`src/rtl/jutf8_pkg.sv`:
```
// shared types, constants and helper functions for the modified utf-8 name decoder
`default_nettype none

package jutf8_pkg;

  localparam int QUEUE_DEPTH_DEFAULT = 4;

  localparam logic [15:0] SUR_HIGH_LO = 16'hD800;
  localparam logic [15:0] SUR_HIGH_HI = 16'hDBFF;
  localparam logic [15:0] SUR_LOW_LO  = 16'hDC00;
  localparam logic [15:0] SUR_LOW_HI  = 16'hDFFF;
  localparam logic [15:0] REPL_CHAR   = 16'hFFFD;
  localparam logic [20:0] SUPP_BASE   = 21'h10000;
  localparam logic [15:0] ZERO_SUBST  = 16'h005F;
  localparam logic [15:0] CTRL_LIMIT  = 16'h0020;
  localparam logic [15:0] C1_LO       = 16'h007F;
  localparam logic [15:0] C1_HI       = 16'h009F;

  localparam logic [1:0] SEG_FIRST  = 2'd0;
  localparam logic [1:0] SEG_SECOND = 2'd1;
  localparam logic [1:0] SEG_REPL   = 2'd2;
  localparam logic [1:0] SEG_STATUS = 2'd3;

  // one decoded input byte's worth of work for the back end
  typedef struct packed {
    logic        e1_valid;
    logic [20:0] e1_code;
    logic        e2_valid;
    logic [15:0] e2_code;
    logic        e3_valid;
    logic        st_valid;
    logic        st_name_valid;
    logic        st_name_safe;
  } job_t;

  function automatic logic is_unsafe(input logic [15:0] c);
    logic r;
    r = (c < CTRL_LIMIT) || ((c >= C1_LO) && (c <= C1_HI)) ||
        (c == 16'h002F) || (c == 16'h005C) || (c == 16'h003A) || (c == 16'h002A) ||
        (c == 16'h003F) || (c == 16'h0022) || (c == 16'h003C) || (c == 16'h003E) ||
        (c == 16'h007C);
    return r;
  endfunction

  function automatic logic [1:0] utf8_len_m1(input logic [20:0] code);
    logic [1:0] n;
    if (code < 21'h80) begin
      n = 2'd0;
    end else if (code < 21'h800) begin
      n = 2'd1;
    end else if (code < 21'h10000) begin
      n = 2'd2;
    end else begin
      n = 2'd3;
    end
    return n;
  endfunction

  function automatic logic [7:0] utf8_byte(input logic [20:0] code, input logic [1:0] len_m1,
                                           input logic [1:0] idx);
    logic [7:0] b;
    b = 8'h00;
    unique case (len_m1)
      2'd0: b = code[7:0];
      2'd1: b = (idx == 2'd0) ? {3'b110, code[10:6]} : {2'b10, code[5:0]};
      2'd2: begin
        unique case (idx)
          2'd0:    b = {4'b1110, code[15:12]};
          2'd1:    b = {2'b10, code[11:6]};
          default: b = {2'b10, code[5:0]};
        endcase
      end
      default: begin
        unique case (idx)
          2'd0:    b = {5'b11110, code[20:18]};
          2'd1:    b = {2'b10, code[17:12]};
          2'd2:    b = {2'b10, code[11:6]};
          default: b = {2'b10, code[5:0]};
        endcase
      end
    endcase
    return b;
  endfunction

endpackage

`default_nettype wire

```
`src/rtl/jutf8_front.sv`:
```
// front end: decodes input bytes, tracks sequence and surrogate state, builds jobs
`default_nettype none

module jutf8_front
  import jutf8_pkg::*;
(
  input  wire logic       clk,
  input  wire logic       rst,
  input  wire logic       accept,
  input  wire logic [7:0] in_byte,
  input  wire logic       last,
  output job_t            job,
  output logic            job_push
);

  logic [15:0] partial_code, partial_code_next;
  logic [1:0]  bytes_remaining, bytes_remaining_next;
  logic        hs_pending, hs_pending_next;
  logic [9:0]  hs_bits, hs_bits_next;
  logic        safe_flag, safe_flag_next;
  logic        error_flag, error_flag_next;

  logic        have_c;
  logic        take_c;
  logic [15:0] c;

  always_comb begin
    partial_code_next    = partial_code;
    bytes_remaining_next = bytes_remaining;
    hs_pending_next      = hs_pending;
    hs_bits_next         = hs_bits;
    safe_flag_next       = safe_flag;
    error_flag_next      = error_flag;
    have_c               = 1'b0;
    take_c               = 1'b0;
    c                    = 16'h0000;
    job                  = '0;

    // byte level decode
    if (!error_flag) begin
      if (bytes_remaining != 2'd0) begin
        if (in_byte[7:6] != 2'b10) begin
          error_flag_next = 1'b1;
        end else begin
          partial_code_next    = {partial_code[9:0], in_byte[5:0]};
          bytes_remaining_next = bytes_remaining - 2'd1;
          if (bytes_remaining == 2'd1) begin
            have_c            = 1'b1;
            c                 = partial_code_next;
            partial_code_next = 16'h0000;
          end
        end
      end else if (in_byte == 8'h00) begin
        error_flag_next = 1'b1;
      end else if (!in_byte[7]) begin
        have_c = 1'b1;
        c      = {8'h00, in_byte};
      end else if (in_byte[7:5] == 3'b110) begin
        partial_code_next    = {11'b0, in_byte[4:0]};
        bytes_remaining_next = 2'd1;
      end else if (in_byte[7:4] == 4'b1110) begin
        partial_code_next    = {12'b0, in_byte[3:0]};
        bytes_remaining_next = 2'd2;
      end else begin
        error_flag_next = 1'b1;
      end
    end

    // code point handling
    if (have_c) begin
      take_c = 1'b1;
      if (hs_pending) begin
        hs_pending_next = 1'b0;
        hs_bits_next    = 10'h000;
        job.e1_valid    = 1'b1;
        if ((c >= SUR_LOW_LO) && (c <= SUR_LOW_HI)) begin
          job.e1_code = SUPP_BASE + {1'b0, hs_bits, c[9:0]};
          take_c      = 1'b0;
        end else begin
          job.e1_code    = {5'b0, REPL_CHAR};
          safe_flag_next = 1'b0;
        end
      end
      if (take_c) begin
        if ((c >= SUR_HIGH_LO) && (c <= SUR_HIGH_HI)) begin
          hs_pending_next = 1'b1;
          hs_bits_next    = c[9:0];
        end else begin
          job.e2_valid = 1'b1;
          if ((c >= SUR_LOW_LO) && (c <= SUR_LOW_HI)) begin
            job.e2_code    = REPL_CHAR;
            safe_flag_next = 1'b0;
          end else if (c == 16'h0000) begin
            job.e2_code    = ZERO_SUBST;
            safe_flag_next = 1'b0;
          end else begin
            job.e2_code = c;
            if (is_unsafe(c)) begin
              safe_flag_next = 1'b0;
            end
          end
        end
      end
    end

    // end of name
    if (last) begin
      if (!error_flag_next && (bytes_remaining_next != 2'd0)) begin
        error_flag_next = 1'b1;
      end
      if (!error_flag_next && hs_pending_next) begin
        job.e3_valid   = 1'b1;
        safe_flag_next = 1'b0;
      end
      job.st_valid      = 1'b1;
      job.st_name_valid = !error_flag_next;
      job.st_name_safe  = !error_flag_next && safe_flag_next;
    end
  end

  assign job_push = accept && (job.e1_valid || job.e2_valid || job.e3_valid || job.st_valid);

  always_ff @(posedge clk) begin
    if (rst || (accept && last)) begin
      partial_code    <= 16'h0000;
      bytes_remaining <= 2'd0;
      hs_pending      <= 1'b0;
      hs_bits         <= 10'h000;
      safe_flag       <= 1'b1;
      error_flag      <= 1'b0;
    end else if (accept) begin
      partial_code    <= partial_code_next;
      bytes_remaining <= bytes_remaining_next;
      hs_pending      <= hs_pending_next;
      hs_bits         <= hs_bits_next;
      safe_flag       <= safe_flag_next;
      error_flag      <= error_flag_next;
    end
  end

endmodule

`default_nettype wire

```
`src/rtl/jutf8_queue.sv`:
```
// small job queue between the front end and the back end
`default_nettype none

module jutf8_queue
  import jutf8_pkg::*;
#(
  parameter int QUEUE_DEPTH = QUEUE_DEPTH_DEFAULT
) (
  input  wire logic clk,
  input  wire logic rst,
  input  wire logic wr_en,
  input  wire job_t wr_job,
  output logic      full,
  input  wire logic rd_en,
  output job_t      rd_job,
  output logic      q_empty
);

  localparam int PtrW = (QUEUE_DEPTH > 1) ? $clog2(QUEUE_DEPTH) : 1;
  localparam int CntW = $clog2(QUEUE_DEPTH + 1);

  job_t            mem [QUEUE_DEPTH];
  logic [PtrW-1:0] wr_ptr;
  logic [PtrW-1:0] rd_ptr;
  logic [CntW-1:0] count;

  logic do_wr;
  logic do_rd;

  assign full    = (count == CntW'(QUEUE_DEPTH));
  assign q_empty = (count == '0);
  assign do_wr   = wr_en && !full;
  assign do_rd   = rd_en && !q_empty;
  assign rd_job  = mem[rd_ptr];

  always_ff @(posedge clk) begin
    if (do_wr) begin
      mem[wr_ptr] <= wr_job;
    end
  end

  always_ff @(posedge clk) begin
    if (rst) begin
      wr_ptr <= '0;
      rd_ptr <= '0;
      count  <= '0;
    end else begin
      if (do_wr) begin
        wr_ptr <= (wr_ptr == PtrW'(QUEUE_DEPTH - 1)) ? '0 : wr_ptr + PtrW'(1);
      end
      if (do_rd) begin
        rd_ptr <= (rd_ptr == PtrW'(QUEUE_DEPTH - 1)) ? '0 : rd_ptr + PtrW'(1);
      end
      if (do_wr && !do_rd) begin
        count <= count + CntW'(1);
      end else if (do_rd && !do_wr) begin
        count <= count - CntW'(1);
      end
    end
  end

endmodule

`default_nettype wire

```
`src/rtl/jutf8_back.sv`:
```
// back end: expands jobs into utf-8 bytes and status items, one per cycle while pop keeps up
`default_nettype none

module jutf8_back
  import jutf8_pkg::*;
(
  input  wire logic       clk,
  input  wire logic       rst,
  input  wire job_t       head_job,
  input  wire logic       q_empty,
  output logic            q_pop,
  output logic            empty,
  input  wire logic       pop,
  output logic [7:0]      out_byte,
  output logic            is_status,
  output logic            name_valid,
  output logic            name_safe,
  output logic            end_of_run
);

  job_t       cur;
  logic [3:0] seg_live;
  logic [1:0] idx;
  logic       out_valid;

  logic [1:0]  seg_sel;
  logic [20:0] code;
  logic [1:0]  len_m1;
  logic        seg_done;
  logic [3:0]  seg_after;
  logic        is_final;
  logic        emit;
  logic        load;

  always_comb begin
    if (seg_live[0]) begin
      seg_sel = SEG_FIRST;
    end else if (seg_live[1]) begin
      seg_sel = SEG_SECOND;
    end else if (seg_live[2]) begin
      seg_sel = SEG_REPL;
    end else begin
      seg_sel = SEG_STATUS;
    end
  end

  always_comb begin
    unique case (seg_sel)
      SEG_FIRST:  code = cur.e1_code;
      SEG_SECOND: code = {5'b0, cur.e2_code};
      SEG_REPL:   code = {5'b0, REPL_CHAR};
      default:    code = '0;
    endcase
  end

  assign len_m1    = utf8_len_m1(code);
  assign seg_done  = (seg_sel == SEG_STATUS) || (idx == len_m1);
  assign seg_after = seg_done ? (seg_live & ~(4'b0001 << seg_sel)) : seg_live;
  assign is_final  = seg_done && (seg_after == 4'b0000);

  assign emit  = (seg_live != 4'b0000) && (!out_valid || pop);
  assign load  = !q_empty && ((seg_live == 4'b0000) || (emit && is_final));
  assign q_pop = load;
  assign empty = !out_valid;

  always_ff @(posedge clk) begin
    if (rst) begin
      seg_live <= 4'b0000;
      idx      <= 2'd0;
    end else if (load) begin
      seg_live <= {head_job.st_valid, head_job.e3_valid, head_job.e2_valid, head_job.e1_valid};
      idx      <= 2'd0;
    end else if (emit) begin
      seg_live <= seg_after;
      idx      <= seg_done ? 2'd0 : idx + 2'd1;
    end
  end

  always_ff @(posedge clk) begin
    if (load) begin
      cur <= head_job;
    end
  end

  always_ff @(posedge clk) begin
    if (rst) begin
      out_valid <= 1'b0;
    end else if (emit) begin
      out_valid <= 1'b1;
    end else if (pop) begin
      out_valid <= 1'b0;
    end
  end

  always_ff @(posedge clk) begin
    if (emit) begin
      end_of_run <= is_final;
      if (seg_sel == SEG_STATUS) begin
        out_byte   <= 8'h00;
        is_status  <= 1'b1;
        name_valid <= cur.st_name_valid;
        name_safe  <= cur.st_name_safe;
      end else begin
        out_byte   <= utf8_byte(code, len_m1, idx);
        is_status  <= 1'b0;
        name_valid <= 1'b0;
        name_safe  <= 1'b0;
      end
    end
  end

endmodule

`default_nettype wire

```
`src/rtl/java_utf8_name_decoder_unit.sv`:
```
// top level of the modified utf-8 to standard utf-8 name decoder
`default_nettype none

// Accepts one name byte per clock cycle (push while full is low) and delivers
// one result item per clock cycle (pop while empty is low). The front end
// decodes a byte in the cycle it is accepted and queues at most one job;
// the back end turns each job into its output items, one item per cycle
// while pop keeps up; a job yields 1 to 7 items (1 for plain ascii).
// QUEUE_DEPTH jobs buffer those bursts; full rises only when the queue
// holds that many unfinished jobs. The back end loads a job into its
// current-job register, then registers each result item onto the ports.
// After the byte marked last, a status item ends the name and all decode
// state returns to its reset value. No warm-up after reset is needed.
module java_utf8_name_decoder_unit
  import jutf8_pkg::*;
#(
  parameter int QUEUE_DEPTH = QUEUE_DEPTH_DEFAULT
) (
  input  wire logic       clk,
  input  wire logic       rst,
  input  wire logic       push,
  output logic            full,
  input  wire logic [7:0] in_byte,
  input  wire logic       last,
  output logic            empty,
  input  wire logic       pop,
  output logic [7:0]      out_byte,
  output logic            is_status,
  output logic            name_valid,
  output logic            name_safe,
  output logic            end_of_run
);

  job_t job;
  job_t head_job;
  logic job_push;
  logic q_pop;
  logic q_empty;
  logic accept;

  assign accept = push && !full;

  jutf8_front u_front (
    .clk      (clk),
    .rst      (rst),
    .accept   (accept),
    .in_byte  (in_byte),
    .last     (last),
    .job      (job),
    .job_push (job_push)
  );

  jutf8_queue #(
    .QUEUE_DEPTH (QUEUE_DEPTH)
  ) u_queue (
    .clk     (clk),
    .rst     (rst),
    .wr_en   (job_push),
    .wr_job  (job),
    .full    (full),
    .rd_en   (q_pop),
    .rd_job  (head_job),
    .q_empty (q_empty)
  );

  jutf8_back u_back (
    .clk        (clk),
    .rst        (rst),
    .head_job   (head_job),
    .q_empty    (q_empty),
    .q_pop      (q_pop),
    .empty      (empty),
    .pop        (pop),
    .out_byte   (out_byte),
    .is_status  (is_status),
    .name_valid (name_valid),
    .name_safe  (name_safe),
    .end_of_run (end_of_run)
  );

endmodule

`default_nettype wire
```
`config.mk`:
```
export PLATFORM = sky130hd
export DESIGN_NAME = java_utf8_name_decoder_unit
export DESIGN_NICKNAME = d
export VERILOG_FILES = /design/src/rtl/jutf8_pkg.sv /design/src/rtl/jutf8_front.sv /design/src/rtl/jutf8_queue.sv /design/src/rtl/jutf8_back.sv /design/src/rtl/java_utf8_name_decoder_unit.sv
export SDC_FILE = /design/constraint.sdc
export NUM_CORES = 1
export LEC_CHECK = 0
export BUFFER_PORTS_ARGS = -buffer_cell sky130_fd_sc_hd__buf_2
export CAP_MARGIN = 0
export CORE_UTILIZATION = 55
export CTS_CLUSTER_SIZE = 16
export DETAILED_ROUTE_END_ITERATION = 16
export PLACE_DENSITY = 0.83
export SKIP_CTS_REPAIR_TIMING = 1
export SLEW_MARGIN = 30
export SYNTH_ARGS = -nofsm -noshare
export SYNTH_HDL_FRONTEND = slang
export SYNTH_HIERARCHICAL = 1
export SYNTH_SLANG_ARGS = --single-unit
```
`constraint.sdc`:
```
create_clock -name clk -period 4.3 [get_ports clk]
set_input_delay 0.86 -clock clk [delete_from_list [all_inputs] [get_ports clk]]
set_output_delay 0.86 -clock clk [all_outputs]
set_load 0.02 [all_outputs]
```
==> results of run 1 <==
[worst max-delay path, stage by stage (launching register included)]
cell	delay, ps
dfxtp_1	410
inv_1	70
ha_1	200
nand4bb_1	180
buf_4	170
a21oi_1	210
nand3b_1	220
a31oi_1	500
inv_1	140
nor2_2	170
ha_1	200
inv_1	60
fa_1	370
xor2_1	150
or3_2	400
a21oi_1	140
[sequential cells by signal (all words and copies together) (netlist names), 2 cells and up, named ones only]
name / flops
u_back/idx: 2
u_back/cur: 39
u_front/partial_code: 10
u_queue/wr_ptr: 2
u_back/seg_live: 4
u_front/bytes_remaining: 2
u_front/hs_bits: 10
u_queue/count: 3
u_queue/rd_ptr: 2
u_back/out_byte: 8
u_queue/mem: 172
[power by group]
group / internal (W) / switching (W)
registers: 0.00343 / 0.000269
logic: 0.000756 / 0.00119
clock network: 0.00120 / 0.000925
total: 0.00539 / 0.00238
[cells by family after synthesis]
logic type                 count (synthesis)
adders and majority gates                 19
and+or+nand+nor                          230
xor gates and xnor gates                   4
buffers and inverters                     74
muxes                                     47
DFF                                      264
AOI/OAI and AO/OA                        165
[layer usage]
| metal | global-route usage | share of wire | vias up |
|---|---|---|---|
| met5 | 0 | 0 | - |
| met4 | 0.0912 | 0.033 | 0 |
| met3 | 0.0531 | 0.068 | 56 |
| met2 | 0.386 | 0.49 | 274 |
| met1 | 0.301 | 0.41 | 3412 |
| li1 | - | - | 3162 |
[cells in the final DEF, fill, tap and decap left out, types with 7 or more instances in the layout]
master / n
a211oi_1: 7
a21o_1: 7
a21oi_1: 50
a221oi_1: 7
a22oi_1: 7
and2_1: 10
buf_2: 26
buf_4: 19
clkbuf_16: 27
clkinv_2: 7
dfxtp_1: 39
edfxtp_1: 223
ha_1: 18
inv_1: 22
mux4_2: 43
nand2_1: 46
nand2b_1: 14
nand3_1: 23
nor2_1: 66
nor2b_1: 12
nor3_1: 8
o21ai_0: 23
[per-stage QoR]
stage                     cells  utilization  hold WS (ps)  setup slack, ps  area [um^2]
after floorplan             803            -           446              265        11600
after global placement     1068        0.584           467              421        11900
after detailed placement   1068        0.584           478              356        11900
after CTS                  1114        0.623           489              649        12700
after global routing       1114        0.623           507              363        12700
final                      1114        0.623           486              629        12700
[how the worst max path moves through the flow]
stage | start | to | cells after the start
after floorplan | in_byte[6] | u_queue/count[2]$_SDFFE_PP0P_ | 14
after global placement | in_byte[6] | u_queue/count[2]$_SDFFE_PP0P_ | 14
after detailed placement | in_byte[6] | u_queue/count[2]$_SDFFE_PP0P_ | 14
after CTS | u_front/bytes_remaining[0]$_SDFFE_PP0P_ | u_queue/count[2]$_SDFFE_PP0P_ | 15
after global routing | u_front/bytes_remaining[0]$_SDFFE_PP0P_ | u_queue/count[2]$_SDFFE_PP0P_ | 15
final | u_front/bytes_remaining[0]$_SDFFE_PP0P_ | u_queue/count[2]$_SDFFE_PP0P_ | 15
[cell type report]
class | count | area, um^2
Multi-Input combinational cell | 465 | 3700
Clock inverter | 16 | 113
Timing Repair Buffer | 45 | 273
Tap cell | 270 | 338
Fill cell | 1483 | 7690
Inverter | 24 | 100
Clock buffer | 30 | 687
Sequential cell | 264 | 7520
==> results.cfg, run 1 <==
[outcome]
run_status = completed

[critical_path]
crit_path_max_fanout = 7
worstSetupPathType = register to register
worst_r2r_endpoint = u_queue/count[2]$_SDFFE_PP0P_
worst_path_required_time_ps = 4750
crit_arrival_ps = 4120
rr_worst_depth = 15
worstSetupEndpointType = register
startpoint_type = register
flop_to_flop_setup_slack_ps = 630
r2r-start = u_front/bytes_remaining[0]$_SDFFE_PP0P_

[synthesis]
synth_top_family_by_area = simple AND/OR/NAND/NOR gates
async_flop_share = 0
synth_top_cells_by_count = 223 x edfxtp_1, 66 x nor2_1, 50 x a21oi_1, 46 x nand2_1, 43 x mux4_2
cell_area_after_synthesis_um2 = 11600
synthXorXnorAreaFrac = 0.00303
number_of_enable_type_register_cells_in_the_synthesized_netlist = 223
synth_simple_gate_area_frac = 0.104
post_synth_num_cell_types = 85
syn_nets = 835
synth_cells = 803
post_synthesis_adder_cell_area_fraction = 0.0212
synthMostInstantiatedCell = edfxtp_1
fraction_of_the_mapped_netlist_area_in_compound_gates = 0.104
synth_mux_area_frac = 0.0873
synth_top_area_share = 0.579
ys_warn_count = 6
cell_types_occupying_the_most_area_after_synthesis = edfxtp_1 58%, mux4_2 8.4%, dfxtp_1 7.1%
yosys_top_cell_by_area = edfxtp_1
yosys_reg_bits = 264
syn_area_per_cell_um2 = 14.4
post_synthesis_sequential_area_ratio = 0.650
synthFlopType = edfxtp_1

[clock_network]
tritoncts = yes
cts_buffers = 26
numClockSinks = 264
cts.reportedPaths.clkPinSlew_ps = 70
htree_levels = 1
cts-root-buf = clkbuf_16
clk_latency_ps = 530
cts_max_path_buffers = 3

[floorplanning]
initial_core_utilization = 0.566
design.portCount = 27
die_height_um = 147
coreArea_um2 = 20400
die_w_um = 147
num_rows = 52
die-area_um2 = 21600

[detailed_routing]
antenna_violating_nets_post_route = 0
num_vias = 6904
detail_route.first_pass.iterations = 5
drc_violation_count_after_routing = 0
detail_route.vias_per_cell = 6.20
route.final.wire_length_um = 24300
detail_route.wl_per_cell_um = 21.8
drt_first_iter_violations = 550

[global_route]
via_count_of_the_first_global_routing_pass = 6757
grt_util_all_layers = 0.233
first_pass_grt_wire_length_um = 38100
grt_antenna_before_repair = 0
largest_net_degree_at_the_start_of_global_routing = 45
grt-ovfl-total = 0

[sta]
setup_viol = 0
timing_worst_slew_pin_value_ps = 894
rsz_0062_raised_after_global_routing = false
maxSlewHeadroom = 0.401
final.setup_skew_ps = 13.4
final_hold_viol_count = 0
timing_max_transition_violations_final = 0
layout_worst_path_cycle_share = 0.854
achievable-frequency_mhz = 272
final.setup.tns_ps = 0
finalWorstPathRequiredPeriod_ps = 3670

[place]
port_buffers = 26
gp_congestion = 0.927
hpwl_um = 15700

[min_path]
min_delay_worst_endpoint = u_front/partial_code[8]$_SDFFE_PP0P_
cells_on_worst_hold_path = 2
holdCritStartpoint = u_front/partial_code[8]$_SDFFE_PP0P_
hold_path.class = register to register

[cells_and_area]
antenna-diode-count = 0
nets = 858
layout_cells_sized_above_1 = 0.195
area_delta_synth_final_pct = 10.1

[power]
ir_drop_v = 0.000385
power_leakage_nw = 4.30
power.density_nw_per_um2 = 610
report.power.total_w = 0.00777

[run]
cap_violations = 0
No activity file was read; power rests on OpenSTA's default activity.
==> run 2: changes to the inputs <==
--- a/config.mk
+++ b/config.mk
@@ -7,6 +7,7 @@
 export LEC_CHECK = 0
 export BUFFER_PORTS_ARGS = -buffer_cell sky130_fd_sc_hd__buf_2
 export CAP_MARGIN = 0
+export CORE_MARGIN = 10
 export CORE_UTILIZATION = 55
 export CTS_CLUSTER_SIZE = 16
 export DETAILED_ROUTE_END_ITERATION = 16
@@ -15,5 +16,4 @@
 export SLEW_MARGIN = 30
 export SYNTH_ARGS = -nofsm -noshare
 export SYNTH_HDL_FRONTEND = slang
-export SYNTH_HIERARCHICAL = 1
 export SYNTH_SLANG_ARGS = --single-unit
==> constraint.sdc (replaced) <==
create_clock -name clk -period 4.6 [get_ports clk]
set_input_delay 0.92 -clock clk [delete_from_list [all_inputs] [get_ports clk]]
set_output_delay 0.92 -clock clk [all_outputs]
set_load 0.02 [all_outputs]
==> run 2 against run 1 <==
Effect of this change: register-to-register slack got worse by 50 ps; fmax decreased by 8.6%; clock skew decreased by 5.4 ps; combinational power increased by 10%; cell area decreased by 1.7%; synthesized area decreased by 2.4%; total power decreased by 2.0%; via count decreased by 0.64%; non-clock buffer count decreased by 6; synthesized cell count decreased by 0.50%; clock-buffer cell count increased by 1; die area increased by 23%; largest cell class unchanged; largest power group unchanged.
==> results.cfg, run 2 <==
[outcome]
run_status = completed

[cells_and_area]
largest-register = u_queue.mem
layout_top_registers = u_queue.mem x172, u_back.cur x39
nets = 854
antenna-diode-count = 0
most_common_cell_after_layout_fill_and_taps_aside = edfxtp_1
layout_cells_sized_above_1 = 0.169
layout.cells.most_common_list = 223 x edfxtp_1, 73 x nor2_1, 68 x a21oi_1, 58 x nand2_1, 43 x mux4_2
area_delta_synth_final_pct = 10.9
largest_reg_flops = 172

[synthesis]
synth_top_area_share = 0.593
synthMostInstantiatedCell = edfxtp_1
async_flop_share = 0
post_synth_num_cell_types = 64
synthFlopType = edfxtp_1
syn_area_per_cell_um2 = 14.1
synth_top_cells_by_count = 223 x edfxtp_1, 73 x nor2_1, 68 x a21oi_1, 58 x nand2_1, 43 x mux4_2
post_synthesis_sequential_area_ratio = 0.666
number_of_enable_type_register_cells_in_the_synthesized_netlist = 223
ys_warn_count = 0
yosys_reg_bits = 264
cell_types_occupying_the_most_area_after_synthesis = edfxtp_1 59%, mux4_2 8.6%, dfxtp_1 7.3%
cell_area_after_synthesis_um2 = 11300
synth_cells = 799
syn_nets = 831
yosys_top_cell_by_area = edfxtp_1

[detailed_routing]
drc_violation_count_after_routing = 0
antenna_violating_nets_post_route = 0
route.final.wire_length_um = 23800
num_vias = 6860
drt_first_iter_violations = 673
detail_route.first_pass.iterations = 5
detail_route.wl_per_cell_um = 21.4
detail_route.vias_per_cell = 6.18

[critical_path]
timing.critical_path.slowest_stage_cell = dfxtp_1
crit_path_max_fanout = 21
cpLargestDelayFamily = compound AO/OA/AOI/OAI gates
worst_r2r_endpoint = u_queue.count[2]$_SDFFE_PP0P_
worst_path_required_time_ps = 5050
most_frequent_cp_cell = inv_2
r2r-start = u_back.seg_live[0]$_SDFFE_PP0P_
worstPathCellList = inv_2 > nand2_2 > inv_2 > o32ai_2 > or4_4 > a211oi_4 > o21ai_2 > ha_1 > inv_1 > fa_1 > xor2_1 > or3_1 > a21oi_1
crit_arrival_ps = 4470
critical_path.startpoint = u_back.seg_live[0]$_SDFFE_PP0P_
flop_to_flop_setup_slack_ps = 580
worstSetupEndpointType = register
worst-path-buf-inv = 3
worstSetupPathType = register to register
startpoint_type = register
rr_worst_depth = 13
peak_per_stage_delay_on_the_critical_path_ps = 760

[clock_network]
clk_latency_ps = 520
cts_buffers = 25
tritoncts = yes
numClockSinks = 264
cts.reportedPaths.clkPinSlew_ps = 60
cts_max_path_buffers = 3
htree_levels = 1
cts-root-buf = clkbuf_16

[min_path]
hold_path.class = register to register
min_delay_worst_endpoint = u_front.partial_code[5]$_SDFFE_PP0P_
holdCritStartpoint = u_front.partial_code[5]$_SDFFE_PP0P_
cells_on_worst_hold_path = 2

[sta]
maxSlewHeadroom = 0.387
finalWorstPathRequiredPeriod_ps = 4020
final.setup.tns_ps = 0
setup_viol = 0
rsz_0062_raised_after_global_routing = false
final.setup_skew_ps = 8.04
final_hold_viol_count = 0
timing_worst_slew_pin_value_ps = 919
achievable-frequency_mhz = 249
timing_max_transition_violations_final = 0
layout_worst_path_cycle_share = 0.874

[global_route]
grt_antenna_before_repair = 0
largest_net_degree_at_the_start_of_global_routing = 44
first_pass_grt_wire_length_um = 37300
grt_util_all_layers = 0.177
via_count_of_the_first_global_routing_pass = 6624
grt-ovfl-total = 0

[floorplanning]
initial_core_utilization = 0.558
design.portCount = 27
num_rows = 52
die_height_um = 163
coreArea_um2 = 20200
die-area_um2 = 26700
die_w_um = 163

[power]
power.density_nw_per_um2 = 609
power_leakage_nw = 4.24
ir_drop_v = 0.000298
report.power.total_w = 0.00762

[place]
hpwl_um = 16100
gp_congestion = 0.971
port_buffers = 26

[run]
cap_violations = 0
-- run 2: cell count changes after synthesis, sizes merged, moves of 7 or more --
| cell | delta |
|---|---|
| nor2 | +7 |
| a221oi | -7 |
| buf | -13 |
| nor2b | -8 |
| nand2 | +13 |
| a21oi | +17 |
| a31oi | +8 |
-- run 2: through the flow --
step	hold WS, ps	util	worst slack, ps	cell area (um^2)	instances
global route	517	0.619	240	12500	1110
finish	490	0.619	581	12500	1110
CTS	486	0.619	602	12500	1110
global placement	471	0.578	744	11700	1065
floorplan	438	-	716	11300	799
detailed placement	476	0.578	646	11700	1065
-- run 2: how the worst max path moves through the flow --
stage / to / cells after the start
floorplan: u_queue.mem[3][0]$_DFFE_PP_ / 10
detailed placement: u_queue.count[2]$_SDFFE_PP0P_ / 13
global route: u_queue.count[2]$_SDFFE_PP0P_ / 13
global placement: u_queue.count[2]$_SDFFE_PP0P_ / 13
CTS: u_queue.count[2]$_SDFFE_PP0P_ / 13
finish: u_queue.count[2]$_SDFFE_PP0P_ / 13
-- run 2: area by class of cell --
class | count | area, um^2
clock buffer | 31 | 668
clock inverter | 14 | 149
fill | 1493 | 7710
inverter | 27 | 101
multi-input combinational | 465 | 3510
sequential | 264 | 7520
tap | 270 | 338
timing repair buffer | 39 | 228
-- run 2: report_power, final --
part           internal (W)  switching, W
logic              0.000827       0.00131
registers           0.00317      0.000281
clock network       0.00120      0.000836
total               0.00519       0.00243
-- run 2: routing by layer --
metal,up-vias,GRT usage,wire (um)
met4,0,0.0508,529
li1,3138,-,-
met1,3404,0.245,10200
met2,274,0.288,11500
met3,44,0.0242,1490
met5,-,0,0
-- run 2: tightest hold or removal path, stage by stage, from the launching register on --
cell,delay [ps]
dfxtp_1,330
nand2_1,60
a21oi_1,50
-- run 2: cells by family after synthesis --
kind of cell	share of synthesized area
compound gates	0.0982
xor+xnor	0.00388
fa+ha+maj	0.0217
buf+inv	0.0236
flops	0.666
mux	0.0893
simple gates	0.0972
==> run 3: changes to the inputs <==
--- a/config.mk
+++ b/config.mk
@@ -8,10 +8,10 @@
 export BUFFER_PORTS_ARGS = -buffer_cell sky130_fd_sc_hd__buf_2
 export CAP_MARGIN = 0
 export CORE_MARGIN = 10
-export CORE_UTILIZATION = 55
+export CORE_UTILIZATION = 50
 export CTS_CLUSTER_SIZE = 16
 export DETAILED_ROUTE_END_ITERATION = 16
-export PLACE_DENSITY = 0.83
+export PLACE_DENSITY = 0.78
 export SKIP_CTS_REPAIR_TIMING = 1
 export SLEW_MARGIN = 30
 export SYNTH_ARGS = -nofsm -noshare
==> run 3 against run 2 <==
Effect of this change: largest cell class unchanged; routed wire length up 4.2%; sequential share of layout area down 0.20 points; fmax up 0.38%; total power up 0.17%; clock-buffer cell count down 1.
==> results.cfg, run 3 (same netlist as run 2, synthesis figures left out) <==
[power]
p_clk_frac = 0.266
power.share.sequential = 0.449
report.power.total_w = 0.00763
p_sw_w = 0.00246
pwr-share-comb = 0.285
switching_share_of_total_power = 0.322
power.density_nw_per_um2 = 608
ir_drop_v = 0.000348
power_leakage_nw = 4.26
power.internal_w = 0.00518

[detailed_routing]
detail_route.first_pass.iterations = 5
drt_first_iter_violations = 732
detail_route.wl_per_cell_um = 22.0
detail_route.vias_per_cell = 6.07
num_vias = 6833
drc_violation_count_after_routing = 0
route.final.wire_length_um = 24800
antenna_violating_nets_post_route = 0

[cells_and_area]
antenna-diode-count = 0
regArea_um2 = 7520
layout_cells_sized_above_1 = 0.172
nets = 858
finalInstanceArea_um2 = 12600
largest_reg_flops = 172
layout_top_registers = u_queue.mem x172, u_back.cur x39
nFillCells = 1668
fin_cells = 1125
largest-register = u_queue.mem
area_delta_synth_final_pct = 11.2
most_common_cell_after_layout_fill_and_taps_aside = edfxtp_1
layout.cells.most_common_list = 223 x edfxtp_1, 73 x nor2_1, 68 x a21oi_1, 58 x nand2_1, 43 x mux4_2
multi_input_area_um2 = 3510

[critical_path]
worst-path-buf-inv = 2
rr_worst_depth = 13
flop_to_flop_setup_slack_ps = 600
crit_arrival_ps = 4450
worstSetupEndpointType = register
timing.critical_path.slowest_stage_cell = dfxtp_1
peak_per_stage_delay_on_the_critical_path_ps = 730
critical_path_depth = 13
worst_path_required_time_ps = 5050
cpLargestDelayFamily = compound AO/OA/AOI/OAI gates
crit_path_max_fanout = 21
startpoint_type = register
worstPathCellList = nor2_1 > nand2_2 > inv_2 > o32ai_2 > or4_4 > a211oi_4 > o21ai_2 > ha_1 > inv_1 > fa_1 > xor2_1 > or3_1 > a21oi_1
worstSetupPathType = register to register
worst_r2r_endpoint = u_queue.count[2]$_SDFFE_PP0P_
r2r-start = u_back.seg_live[1]$_SDFFE_PP0P_

[clock_network]
cts-root-buf = clkbuf_16
clk_latency_ps = 520
htree_levels = 1
cts.reportedPaths.clkPinSlew_ps = 60
cts_buffers = 26
cts_max_path_buffers = 3
numClockSinks = 264
tritoncts = yes

[sta]
layout_worst_path_cycle_share = 0.870
final.setup.worst_slack_ps = 596
timing_worst_slew_pin_value_ps = 914
final.setup.tns_ps = 0
final_hold_viol_count = 0
final.setup_skew_ps = 10.7
achievable-frequency_mhz = 250
rsz_0062_raised_after_global_routing = false
setup_viol = 0
finalWorstPathRequiredPeriod_ps = 4000
timing_max_transition_violations_final = 0
maxSlewHeadroom = 0.389

[floorplanning]
coreArea_um2 = 22000
die-area_um2 = 29000
initial_core_utilization = 0.512
die_w_um = 170
die_height_um = 170
design.portCount = 27
num_rows = 54

[global_route]
grt_util_all_layers = 0.171
grt-ovfl-total = 0
grt_antenna_before_repair = 0
via_count_of_the_first_global_routing_pass = 6699
first_pass_grt_wire_length_um = 38900
largest_net_degree_at_the_start_of_global_routing = 44

[place]
gp_congestion = 0.922
hpwl_um = 16000
placement_stage_worst_setup_slack_ps = 573
post-place-cells = 1078
port_buffers = 26
dpl-instance-area_um2 = 11700

[run]
cap_violations = 0

[min_path]
min_delay_worst_endpoint = u_front.partial_code[6]$_SDFFE_PP0P_
hold_path.class = register to register
cells_on_worst_hold_path = 2
holdCritStartpoint = u_front.partial_code[6]$_SDFFE_PP0P_

[outcome]
run_status = completed
-- run 3: changes by cell type in the layout (fill, tap and decap cells not counted), moves of 2 or more --
cell       previous run  this run
buf_4                13        16
clkinv_1              4         7
and2_2                2         4
and2_4                2         0
clkbuf_16            25        27
clkbuf_8              2         0
dfxtp_2               0         2
dfxtp_4               2         0
-- run 3: power by group through the flow --
stage                     clock network [W]  logic [W]  registers (W)
after floorplan                           0    0.00161        0.00340
after global placement                    0    0.00211        0.00346
after detailed placement                  0    0.00215        0.00347
after CTS                           0.00207    0.00217        0.00343
after global routing                0.00217    0.00240        0.00347
final                               0.00203    0.00218        0.00343
-- run 3: through the flow --
stage	util	hold WS, ps
2_1_floorplan	-	438
3_3_place_gp	0.533	470
3_5_place_dp	0.533	474
4_1_cts	0.570	484
5_1_grt	0.570	514
6_report	0.570	483
-- run 3: worst max path at each step --
stage / from / endpoint / slack (ps)
after global routing: u_back.seg_live[1]$_SDFFE_PP0P_ / u_back.out_byte[3]$_SDFFCE_PP0P_ / 190
final: u_back.seg_live[1]$_SDFFE_PP0P_ / u_queue.count[2]$_SDFFE_PP0P_ / 600
after CTS: u_back.seg_live[1]$_SDFFE_PP0P_ / u_queue.count[2]$_SDFFE_PP0P_ / 610
after detailed placement: in_byte[7] / u_queue.mem[0][33]$_DFFE_PP_ / 570
after floorplan: in_byte[6] / u_queue.mem[3][0]$_DFFE_PP_ / 720
after global placement: in_byte[7] / u_queue.mem[0][33]$_DFFE_PP_ / 670
-- run 3: per-layer routing --
layer / vias up / routed length [um] / part of all wire / track usage
li1: 3140 / - / - / -
met1: 3384 / 10500 / 0.42 / 0.225
met2: 258 / 11800 / 0.48 / 0.277
met3: 51 / 1760 / 0.071 / 0.0359
met4: 0 / 718 / 0.029 / 0.0591
met5: - / 0 / 0 / 0
-- run 3: worst min-delay path, delay by kind of cell, from the launching register on --
family          cells  cell delay (ps)
flops               1              330
simple gates        1               60
compound gates      1               50
-- run 3: layout make-up --
cell class | count | share of cell area
sequential | 264 | 0.599
multi-input combinational | 465 | 0.279
clock buffer | 30 | 0.0547
tap | 280 | 0.0279
timing repair buffer | 42 | 0.0199
clock inverter | 17 | 0.0109
inverter | 27 | 0.00807
